<file path="src/hdl/sorv_pkg.sv">
`timescale 1ns / 1ps
`default_nettype none
package sorv_pkg;

    localparam int CORDIC_ITERS = 16;
    localparam logic signed [33:0] CORDIC_KINV = 34'sd652032874;

    typedef struct packed {
        logic [12:0]        step_index;
        logic signed [15:0] profile_x;
        logic signed [15:0] profile_y;
        logic signed [15:0] normal_in_x;
        logic signed [15:0] normal_in_y;
    } in_beat_t;

    typedef struct packed {
        logic signed [15:0] vertex_x;
        logic signed [15:0] vertex_y;
        logic signed [15:0] vertex_z;
        logic signed [15:0] normal_out_x;
        logic signed [15:0] normal_out_y;
        logic signed [15:0] normal_out_z;
        logic               zero_normal;
    } out_beat_t;

    // classified item passed from front to back
    typedef struct packed {
        logic [12:0]        k;
        logic [12:0]        n;
        logic signed [15:0] px;
        logic signed [15:0] py;
        logic signed [15:0] nx;
        logic signed [15:0] ny;
        logic               nz_zero;
    } work_t;

    function automatic logic [31:0] atan_turn(input int i);
        case (i)
            0: atan_turn = 32'd536870912;
            1: atan_turn = 32'd316933406;
            2: atan_turn = 32'd167458907;
            3: atan_turn = 32'd85004756;
            4: atan_turn = 32'd42667331;
            5: atan_turn = 32'd21354465;
            6: atan_turn = 32'd10679838;
            7: atan_turn = 32'd5340245;
            8: atan_turn = 32'd2670163;
            9: atan_turn = 32'd1335087;
            10: atan_turn = 32'd667544;
            11: atan_turn = 32'd333772;
            12: atan_turn = 32'd166886;
            13: atan_turn = 32'd83443;
            14: atan_turn = 32'd41721;
            default: atan_turn = 32'd20861;
        endcase
    endfunction

    function automatic logic signed [15:0] sat16(input logic signed [63:0] v);
        if (v > 64'sd32767)
            sat16 = 16'sh7fff;
        else if (v < -64'sd32768)
            sat16 = 16'sh8000;
        else
            sat16 = v[15:0];
    endfunction

endpackage
`default_nettype wire

</file>
<file path="src/hdl/sorv_front.sv">
`timescale 1ns / 1ps
`default_nettype none
module sorv_front
    import sorv_pkg::*;
(
    input  wire logic     clk,
    input  wire logic     rst_n,
    input  wire logic     in_valid,
    output logic          in_stall,
    input  wire in_beat_t in_data,
    input  wire logic [12:0] step_count,
    output logic          q_valid,
    input  wire logic     q_stall,
    output work_t         q_data
);
    // classify each beat and buffer it in a two-entry queue; the index reduction
    // and the divides run one bit per stage in the back pipe
    localparam int DEPTH = 2;

    work_t    mem_reg [DEPTH];
    logic [1:0] cnt_reg, cnt_next;
    logic     wr_ptr_reg, rd_ptr_reg;
    logic [12:0] n_eff;
    work_t    w;
    logic     push, pop;

    assign n_eff = (step_count == 13'd0) ? 13'd1 : step_count;

    always_comb
    begin
        w.k       = in_data.step_index;
        w.n       = n_eff;
        w.px      = in_data.profile_x;
        w.py      = in_data.profile_y;
        w.nx      = in_data.normal_in_x;
        w.ny      = in_data.normal_in_y;
        w.nz_zero = (in_data.normal_in_x == 16'sd0) && (in_data.normal_in_y == 16'sd0);
    end

    assign in_stall = (cnt_reg == 2'(DEPTH));
    assign push     = in_valid && !in_stall;
    assign q_valid  = (cnt_reg != 2'd0);
    assign pop      = q_valid && !q_stall;
    assign q_data   = mem_reg[rd_ptr_reg];

    always_comb
    begin
        cnt_next = cnt_reg;
        if (push && !pop)
            cnt_next = cnt_reg + 2'd1;
        else if (pop && !push)
            cnt_next = cnt_reg - 2'd1;
    end

    always_ff @(posedge clk or negedge rst_n)
    begin
        if (!rst_n)
        begin
            cnt_reg    <= 2'd0;
            wr_ptr_reg <= 1'b0;
            rd_ptr_reg <= 1'b0;
        end
        else
        begin
            cnt_reg <= cnt_next;
            if (push)
                wr_ptr_reg <= ~wr_ptr_reg;
            if (pop)
                rd_ptr_reg <= ~rd_ptr_reg;
        end
    end

    always_ff @(posedge clk)
    begin
        if (push)
            mem_reg[wr_ptr_reg] <= w;
    end
endmodule
`default_nettype wire

</file>
<file path="config.mk">
export PLATFORM = sky130hd
export DESIGN_NAME = sorv_front
export DESIGN_NICKNAME = d
export VERILOG_FILES = /design/src/hdl/sorv_pkg.sv /design/src/hdl/sorv_front.sv
export SDC_FILE = /design/constraint.sdc
export NUM_CORES = 1
export LEC_CHECK = 0
export BUFFER_PORTS_ARGS = -buffer_cell sky130_fd_sc_hd__buf_2
export CAP_MARGIN = 40
export CORE_AREA = 2 2 119 121
export CTS_CLUSTER_SIZE = 40
export DETAILED_ROUTE_END_ITERATION = 10
export DIE_AREA = 0 0 121 123
export PLACE_DENSITY = 0.81
export REMOVE_ABC_BUFFERS = 1
export SYNTH_ARGS = -nofsm -noshare
export SYNTH_HDL_FRONTEND = slang
export SYNTH_SLANG_ARGS = --single-unit
export TNS_END_PERCENT = 5
</file>
<file path="constraint.sdc">
create_clock -name clk -period 14.8 [get_ports clk]
set_input_delay 0.74 -clock clk [delete_from_list [all_inputs] [get_ports clk]]
set_output_delay 0.74 -clock clk [all_outputs]
set_load 0.03 [all_outputs]
</file>
==> results.md, run 1 <==
- Port Buf Inserts: 186
- Clock period minus worst slack: 3.488 ns
- Final Wtd Congestion: 0.7208
- Synth cell types: 21
- Nets: 611
- Post-CTS Setup Bufs: 0
- Synth Flop Type: edfxtp_1
- Final WL: 12,260 um
- Top Ports: 187
- Mapped Area: 7308 um^2
- Number of synthesized flops with an enable pin: 182
- Post-DRT Antenna Nets: 0
- MaxCap Viol Count: 0
- Deepest clock path buffer count: 2
- PnR Total Power: 1.967 mW
- Worst Path Required: 14.06 ns
- Kind of critical path: flip-flop to output pin
- Max FFs per register: 182
- Commonest non-fill, non-tap cells in the layout: buf_2 (186), edfxtp_1 (182), mux2_4 (80)
- Final Setup Violations: 0
- Hold buffers post-CTS: 0
- Rel. slew slack: 0.4367
- Row cnt: 43
- CTS tree: done
- Arr. time, crit path: 2.75 ns
- Yosys warning count: 0
- Worst Skew: 0.004903 ns
- Core footprint: 13,610 um^2
- Leak Pwr: 3.563 nW
- Tightest Hold Check Type: input port to asynchronous set/reset pin
- Starting Density: 0.5369
- Die X: 121 um
- Clk root buf: clkbuf_16
- Vias in the first global route: 3,721
- Sum of negative setup slack: 0 ns
- Ys async rst share: 0.02151
- Peak VDD IR: 0.1916 mV
- Fmax: 0.2867 GHz
- Worst Setup End Kind: output pin
- GRT Resource Usage Total: 0.1677
- Number of H-tree levels: 4
- Avg WL per Cell: 17.30 um
- Vias: 3,533
- Avg Inst Size Synth: 22.21 um^2
- Clk_lat worst skew: 0.41 ns
- Global-route wire length before repair: 18,650 um
- Routed vias/inst: 4.983
- Commonest non-fill, non-tap cell in the layout: buf_2
- CTS sink cnt: 186
- Power per Cell Area: 220.5 nW/um^2
- Sequential fraction of the synthesis area: 0.7615
- Mapped Cells: 329
- CP max FO: 47
- Diodes inserted: 0
- Initial antenna violation count: 0
- Share of cells above drive strength 1: 0.5955
- Largest net degree at the start of global routing: 58
- Status: finished, final reports clean
- Die Ht: 123 um
- Drt pass-1 iters: 4
- Worst slew pin tran: 0.8449 ns
- Grt ovf: 0
- Detailed Place HPWL: 8318 um
- # DRC: 0
- CTS resizes: 0
- Syn-to-layout area delta: 22.05%
- Slew Limit Fails: 0
- Inserted Clock Buffers: 17
- Clock transition at the registers of the reported paths: 0.06 ns
- Die area: 14,880 um^2
- Worst setup SP type: flip-flop
- Synthesized flop and latch total: 186
- DR iter-0 viols: 243
- Hold Fails Final Rpt: 0
- Tcrit/Tclk final: 0.2357
- RSZ-0062 raised after global routing: no
routing by layer:
layer / vias to the layer above / track usage / part of all wire
met1: 1702 / 0.2052 / 0.42
met4: 0 / 0.06977 / 0.015
met5: - / 0 / 0
li1: 1673 / - / -
met3: 16 / 0.05443 / 0.069
met2: 142 / 0.2770 / 0.50
report_power, final:
group | leakage (nW) | switching, mW | internal (mW) | total [mW]
sequential | 1.74 | 0.0633 | 0.722 | 0.785
combinational | 1.52 | 0.423 | 0.282 | 0.706
clock | 0.307 | 0.178 | 0.299 | 0.476
worst max-delay path, stage by stage (launching register included):
cell     delay [ns]
dfrtp_4        0.95
buf_4          0.79
mux2_4         0.36
buf_2          0.19
cells in the mapped netlist, types with 2 or more instances:
| master | count | area (um^2) |
|---|---|---|
| nor2_1 | 3 | 11.26 |
| clkbuf_1 | 12 | 45.04 |
| buf_12 | 8 | 160.2 |
| nand4_1 | 2 | 12.51 |
| mux2_2 | 11 | 123.9 |
| xnor2_1 | 3 | 26.28 |
| inv_1 | 2 | 7.510 |
| edfxtp_1 | 182 | 5465 |
| xor2_1 | 2 | 17.52 |
| nor4_1 | 11 | 68.82 |
| dfrtp_1 | 4 | 100.1 |
| mux2_4 | 80 | 1201 |
kinds of logic after synthesis:
family	Yosys count	share of synthesized area
simple gates	21	0.01695
mux	91	0.1813
xor+xnor	5	0.005993
compound gates	1	0.001199
buf+inv	24	0.03133
flops	186	0.7615
fa+ha+maj	1	0.001712
per-stage QoR:
step	setup slack (ns)	util	cells	cell area (um^2)	hold WS, ns
final	11.31	0.6553	709	8920	0.1218
after global routing	11.17	0.6553	709	8920	0.1038
after CTS	11.25	0.6553	709	8920	0.1017
after detailed placement	11.72	0.6090	677	8289	0.4902
after global placement	11.74	0.6090	677	8289	0.4708
after floorplan	9.639	-	307	7087	0.4444
layout make-up:
| class | count | area, um^2 |
|---|---|---|
| flip-flops and latches | 186 | 5569 |
| fillers | 942 | 4692 |
| multi-input cells | 119 | 1526 |
| repair buffers | 190 | 960.9 |
| clock buffers | 19 | 432.9 |
| well taps | 180 | 225.2 |
| clock inverters | 13 | 197.7 |
| inverters | 2 | 7.507 |
worst paths after layout:
path / from / end / slack [ns] / cells after the start
min reg2reg: cnt_reg[1] / cnt_reg[1] / 0.51 / 1
max reg2reg: cnt_reg[0] / mem_reg[1][25] / 12.55 / 3
min in group clk: cnt_reg[1] / cnt_reg[1] / 0.51 / 1
min: rst_n / cnt_reg[1] / 0.12 / 1
max in group asynchronous: rst_n / rd_ptr_reg / 14.54 / 1
max: rd_ptr_reg / q_data[16] / 11.31 / 3
Power figures use the tool's default switching activity.
==> run 2: changes to the inputs <==
--- a/config.mk
+++ b/config.mk
@@ -7,11 +7,11 @@
 export LEC_CHECK = 0
 export BUFFER_PORTS_ARGS = -buffer_cell sky130_fd_sc_hd__buf_2
 export CAP_MARGIN = 40
-export CORE_AREA = 2 2 119 121
+export CORE_AREA = 2 2 121 123
 export CTS_CLUSTER_SIZE = 40
 export DETAILED_ROUTE_END_ITERATION = 10
-export DIE_AREA = 0 0 121 123
-export PLACE_DENSITY = 0.81
+export DIE_AREA = 0 0 123 125
+export PLACE_DENSITY = 0.79
 export REMOVE_ABC_BUFFERS = 1
 export SYNTH_ARGS = -nofsm -noshare
 export SYNTH_HDL_FRONTEND = slang
==> constraint.sdc (replaced) <==
create_clock -name clk -period 3.5 [get_ports clk]
set_input_delay 0.175 -clock clk [delete_from_list [all_inputs] [get_ports clk]]
set_output_delay 0.175 -clock clk [all_outputs]
set_load 0.03 [all_outputs]
==> results.md, run 2 (same netlist as run 1, synthesis figures left out) <==
- Final WL: 14,460 um (+18%)
- Clock transition at the registers of the reported paths: 0.06 ns (about the same)
- Clk_lat worst skew: 0.43 ns (+0.02 ns)
- Int Power: 5.441 mW (+320%)
- CTS resizes: 0 (unchanged)
- Top Ports: 187 (unchanged)
- CP bufs+invs: 2 (unchanged)
- Fillcell total: 919 (-2.4%)
- CP top delay family: flip-flops
- Core footprint: 14,200 um^2 (+4.3%)
- Number of H-tree levels: 4 (unchanged)
- Hold Fails Final Rpt: 0 (unchanged)
- CTS tree: done
- Port Buf Inserts: 186 (unchanged)
- Die area: 15,380 um^2 (+3.3%)
- Worst Skew: 0.006823 ns (+0.001920 ns)
- Die X: 123 um (+1.7%)
- Deepest clock path buffer count: 2 (unchanged)
- Final Setup Violations: 0 (unchanged)
- Clock power frac: 0.222 (-0.020)
- Peak VDD IR: 0.3935 mV (+110%)
- Worst path cell trace: buf_4 > mux2_2 > buf_2
- # DRC: 0 (unchanged)
- Power per Cell Area: 848.3 nW/um^2 (+280%)
- Share of cells above drive strength 1: 0.5081 (-0.08740)
- Slew Limit Fails: 0 (unchanged)
- Max FFs per register: 182 (unchanged)
- Inserted Clock Buffers: 17 (unchanged)
- Final Non-Filler Cells: 804 (+13%)
- CP max FO: 32 (-32%)
- Logic pwr share: 0.385 (+0.026)
- Grt ovf: 0 (unchanged)
- Vias in the first global route: 4,233 (+14%)
- Detailed Place HPWL: 8621 um (+3.6%)
- Clock period minus worst slack: 2.557 ns
- Arr. time, crit path: 2.38 ns (-0.37 ns)
- Post-CTS Setup Bufs: 0 (unchanged)
- Final Wtd Congestion: 0.7427 (+3.0%)
- Leak Pwr: 3.932 nW (+10%)
- Vias: 3,997 (+13%)
- Clk root buf: clkbuf_16
- Status: finished, final reports clean
- Worst Setup End Kind: output pin
- MaxCap Viol Count: 0 (unchanged)
- Slowest stage delay, CP: 0.82 ns (-0.13 ns)
- Slowest cell on crit path: dfrtp_4
- Worst Path Required: 3.32 ns (-10.74 ns)
- Avg WL per Cell: 17.99 um (+4.0%)
- Fin area: 9817 um^2 (+10%)
- Fmax: 0.3910 GHz
- Commonest non-fill, non-tap cells in the layout: buf_2 (186), edfxtp_1 (182), dlygate4sd3_1 (90)
- Syn-to-layout area delta: 34.33%
- DP Area: 8354 um^2 (+0.78%)
- Sw frac: 0.3466 (+0.008864)
- Largest net degree at the start of global routing: 64 (+10%)
- Diodes inserted: 0 (unchanged)
- Commonest non-fill, non-tap cell in the layout: buf_2
- Starting Density: 0.5145 (-0.02237)
- Rel. slew slack: 0.6040 (+0.1672)
- Die Ht: 125 um (+1.6%)
- GRT Resource Usage Total: 0.1918 (+0.02407)
- Routed vias/inst: 4.971 (-0.23%)
- Worst setup SP type: flip-flop
- Part of the power in registers: 0.394 (-0.005)
- Row cnt: 44 (+2.3%)
- Inst Count DP: 684 (+1.0%)
- Tcrit/Tclk final: 0.7307
- Tightest Hold Check Type: input port to flip-flop
- Kind of critical path: flip-flop to output pin
- DR iter-0 viols: 220 (-9.5%)
- CTS sink cnt: 186 (unchanged)
- Worst slew pin tran: 0.5940 ns (-0.2508 ns)
- Post-DRT Antenna Nets: 0 (unchanged)
- Nets: 704 (+15%)
- Drt pass-1 iters: 4 (unchanged)
- Switching pwr: 2.886 mW (+330%)
- Global-route wire length before repair: 21,660 um (+16%)
- RSZ-0062 raised after global routing: no
- Initial antenna violation count: 0 (unchanged)
run 2: power by group through the flow:
stage / sequential [mW] / clock (mW) / combinational (mW)
CTS: 3.29 / 1.88 / 3.22
finish: 3.28 / 1.85 / 3.20
detailed placement: 3.33 / 0 / 3.13
global placement: 3.30 / 0 / 3.08
floorplan: 3.45 / 0 / 2.35
global route: 3.33 / 1.97 / 3.37
run 2: final cells by class:
type                    instances  area, um^2  share of cell area
clock buffers                  18       429.2             0.04372
clock inverters                12       132.6             0.01351
inverters                       2       7.507           0.0007647
multi-input cells             119        1526              0.1555
flip-flops and latches        186        5569              0.5673
well taps                     184       230.2             0.02345
repair buffers                283        1922              0.1958
run 2: worst paths after layout:
kind,from,to,cells past startpoint,slack (ns)
min in group asynchronous,rst_n,wr_ptr_reg,2,0.09
worst min-delay path,step_count[0],mem_reg[0][65],2,0.05
worst max register to register,cnt_reg[0],mem_reg[1][14],3,1.60
worst min register to register,cnt_reg[1],cnt_reg[1],1,0.50
worst max-delay path,rd_ptr_reg,q_data[79],3,0.94
max in group asynchronous,rst_n,rd_ptr_reg,2,3.27
run 2: worst reg2reg max path, delay by kind of cell, from the launching register on:
family                 cells  cell delay (ns)
buffers and inverters      1             0.39
flip-flops                 1             0.42
AND/OR/NAND/NOR            2             0.70
run 2: per-layer routing:
layer	track usage	wire (um)
met5	0	0
met4	0.07687	303
met3	0.06432	1024
met2	0.3315	7491
met1	0.2170	5642
run 2: what timing repair did:
item	4_1_cts	5_1_grt
setup endpoints to repair	0	0
hold buffers	90	0
hold endpoints to repair	182	0
run 2: metrics by stage:
stage	util	setup WS (ns)	hold slack, ns	total power [mW]	TNS [ns]
after CTS	0.6912	0.8984	0.01709	8.383	0
final	0.6912	0.9426	0.05381	8.327	0
after floorplan	-	-1.455	-0.1206	5.801	-169.04
after global placement	0.5868	1.298	-0.008594	6.384	0
after detailed placement	0.5882	1.372	-0.007832	6.463	0
after global routing	0.6912	0.8411	0.03967	8.666	0
==> run 3: changes to the inputs <==
--- a/config.mk
+++ b/config.mk
@@ -7,11 +7,11 @@
 export LEC_CHECK = 0
 export BUFFER_PORTS_ARGS = -buffer_cell sky130_fd_sc_hd__buf_2
 export CAP_MARGIN = 40
-export CORE_AREA = 2 2 121 123
+export CORE_AREA = 2 2 127 129
 export CTS_CLUSTER_SIZE = 40
 export DETAILED_ROUTE_END_ITERATION = 10
-export DIE_AREA = 0 0 123 125
-export PLACE_DENSITY = 0.79
+export DIE_AREA = 0 0 129 131
+export PLACE_DENSITY = 0.75
 export REMOVE_ABC_BUFFERS = 1
 export SYNTH_ARGS = -nofsm -noshare
 export SYNTH_HDL_FRONTEND = slang
==> constraint.sdc (replaced) <==
create_clock -name clk -period 2.15 [get_ports clk]
set_input_delay 0.1075 -clock clk [delete_from_list [all_inputs] [get_ports clk]]
set_output_delay 0.1075 -clock clk [all_outputs]
set_load 0.03 [all_outputs]
==> results.md, run 3 (same netlist as run 1, synthesis figures left out) <==
- MaxCap Viol Count: 0 (unchanged)
- Status: finished, final reports clean
- Final Setup Violations: 0 (unchanged)
- Die X: 129 um (+4.9%)
- CTS tree: done
- Slowest stage delay, CP: 0.71 ns (-0.11 ns)
- Fillcell total: 1,079 (+17%)
- Worst slew pin tran: 0.4367 ns (-0.1574 ns)
- Hold Fails Final Rpt: 0 (unchanged)
- Peak VDD IR: 1.174 mV (+200%)
- Clock transition at the registers of the reported paths: 0.07 ns (about the same)
- RSZ-0062 raised after global routing: no
- Port Buf Inserts: 186 (unchanged)
- Post-DRT Antenna Nets: 0 (unchanged)
- Vias in the first global route: 4,213 (-0.47%)
- GRT Resource Usage Total: 0.1697 (-0.02207)
- Die area: 16,900 um^2 (+9.9%)
- Final WL: 14,420 um (-0.28%)
- CP bufs+invs: 2 (unchanged)
- CP Launch Point: rd_ptr_reg
- Fin util: 0.6413 (-0.04989)
- Worst reg2reg path startpoint: cnt_reg[0]
- Starting Density: 0.4686 (-0.04598)
- Power per Cell Area: 1380 nW/um^2 (+63%)
- Max FFs per register: 182 (unchanged)
- Vias: 4,007 (+0.25%)
- Worst Setup End Kind: output pin
- Worst Skew: 0.01134 ns (+0.004522 ns)
- CTS sink cnt: 186 (unchanged)
- Slew Limit Fails: 0 (unchanged)
- DR iter-0 viols: 227 (+3.2%)
- Commonest non-fill, non-tap cells in the layout: buf_2 (186), edfxtp_1 (182), dlygate4sd3_1 (92)
- Number of H-tree levels: 4 (unchanged)
- Die Ht: 131 um (+4.8%)
- Drt pass-1 iters: 4 (unchanged)
- CP max FO: 23 (-28%)
- Worst reg2reg path depth: 3 (unchanged)
- Grt ovf: 0 (unchanged)
- DP Area: 8482 um^2 (+1.5%)
- Slowest cell on crit path: dfrtp_4
- Syn-to-layout area delta: 36.86%
- Rel. slew slack: 0.7089 (+0.1049)
- Tcrit/Tclk final: 0.9471
- Inserted Clock Buffers: 17 (unchanged)
- Final Wtd Congestion: 0.7387 (-0.54%)
- R2R Setup Slk: 0.54 ns (-1.06 ns)
- Avg WL per Cell: 17.05 um (-5.2%)
- Routed vias/inst: 4.736 (-4.7%)
- Arr. time, crit path: 1.93 ns (-0.45 ns)
- Commonest non-fill, non-tap cell in the layout: buf_2
- Nets: 711 (+0.99%)
- Worst setup SP type: flip-flop
- Worst Path Required: 2.04 ns (-1.28 ns)
- Largest net degree at the start of global routing: 47 (-27%)
- Initial antenna violation count: 1 (+1)
- Reg2reg end: mem_reg[1][54]
- Clk_lat worst skew: 0.42 ns (about the same)
- Global-route wire length before repair: 21,270 um (-1.8%)
- Core footprint: 15,600 um^2 (+9.8%)
- Kind of critical path: flip-flop to output pin
- Detailed Place HPWL: 8864 um (+2.8%)
- Leak Pwr: 4.001 nW (+1.7%)
- Deepest clock path buffer count: 2 (unchanged)
- Clock period minus worst slack: 2.036 ns
- Fin area: 10,000 um^2 (+1.9%)
- Row cnt: 46 (+4.5%)
- CP top delay family: flip-flops
- Share of cells above drive strength 1: 0.5199 (+0.01181)
- Top Ports: 187 (unchanged)
- Post-CTS Setup Bufs: 0 (unchanged)
- Worst path cell trace: buf_12 > mux2_4 > buf_2
- Tightest Hold Check Type: input port to asynchronous set/reset pin
- Fmax: 0.4911 GHz
- Clk root buf: clkbuf_16
- # DRC: 0 (unchanged)
run 3: changes by cell type in the layout (fill, tap and decap cells not counted), moves of 2 or more:
cell | previous run | this run
clkinv_1 | 4 | 0
buf_12 | 3 | 7
clkbuf_8 | 0 | 2
dlygate4sd3_1 | 90 | 92
clkinv_4 | 0 | 5
inv_6 | 0 | 2
run 3: area by class of cell:
| type | count | area, um^2 | area share |
|---|---|---|---|
| diodes | 1 | 2.502 | 0.0002502 |
| clock buffers | 19 | 452.9 | 0.04528 |
| clock inverters | 13 | 143.9 | 0.01439 |
| inverters | 2 | 7.507 | 0.0007506 |
| multi-input cells | 119 | 1526 | 0.1526 |
| flip-flops and latches | 186 | 5569 | 0.5568 |
| well taps | 216 | 270.3 | 0.02702 |
| repair buffers | 290 | 2029 | 0.2029 |
run 3: stage by stage:
| stage | hold WS, ns | std cells | total power, mW | setup slack (ns) | setup TNS (ns) |
|---|---|---|---|---|---|
| 2_1_floorplan | -0.1881 | 307 | 8.724 | -2.805 | -501.23 |
| 3_3_place_gp | -0.08477 | 721 | 10.57 | 0.5662 | 0 |
| 3_5_place_dp | -0.07398 | 721 | 10.68 | 0.5385 | 0 |
| 4_1_cts | 0.005680 | 845 | 13.92 | 0.08912 | 0 |
| 5_1_grt | 0.01006 | 846 | 14.37 | 0.03716 | 0 |
| 6_report | 0.02807 | 846 | 13.80 | 0.1138 | 0 |
run 3: power by group:
group / leakage, nW / internal, mW / switching (mW) / total, mW
logic: 1.97 / 2.25 / 3.17 / 5.42
clock network: 0.294 / 1.78 / 1.32 / 3.10
registers: 1.74 / 4.95 / 0.327 / 5.28
total: 4.00 / 8.99 / 4.82 / 13.8
run 3: layer usage:
| metal | share of wire | routed length (um) | vias up | global-route usage |
|---|---|---|---|---|
| li1 | - | - | 1869 | - |
| met1 | 0.40 | 5777 | 1968 | 0.1940 |
| met2 | 0.52 | 7524 | 155 | 0.3022 |
| met3 | 0.065 | 943 | 15 | 0.05904 |
| met4 | 0.012 | 178 | 0 | 0.05179 |
| met5 | 0 | 0 | - | 0 |
run 3: worst reg2reg max path, stage by stage (launching register included):
cell	delay, ns
dfrtp_1	0.40
nand2b_1	0.17
and3_4	0.42
buf_12	0.28
run 3: how the worst max path moves through the flow:
stage / to / slack (ns) / depth (start not counted)
2_1_floorplan: mem_reg[0][0] / -2.81 / 3
3_3_place_gp: mem_reg[1][36] / 0.57 / 3
3_5_place_dp: mem_reg[1][34] / 0.54 / 3
4_1_cts: q_data[8] / 0.09 / 3
5_1_grt: q_data[33] / 0.04 / 3
6_report: q_data[89] / 0.11 / 3
run 3: what timing repair did:
item                      4_1_cts  5_1_grt
hold buffers                   92        0
gates resized for setup         0        0
hold endpoints to repair      185        0
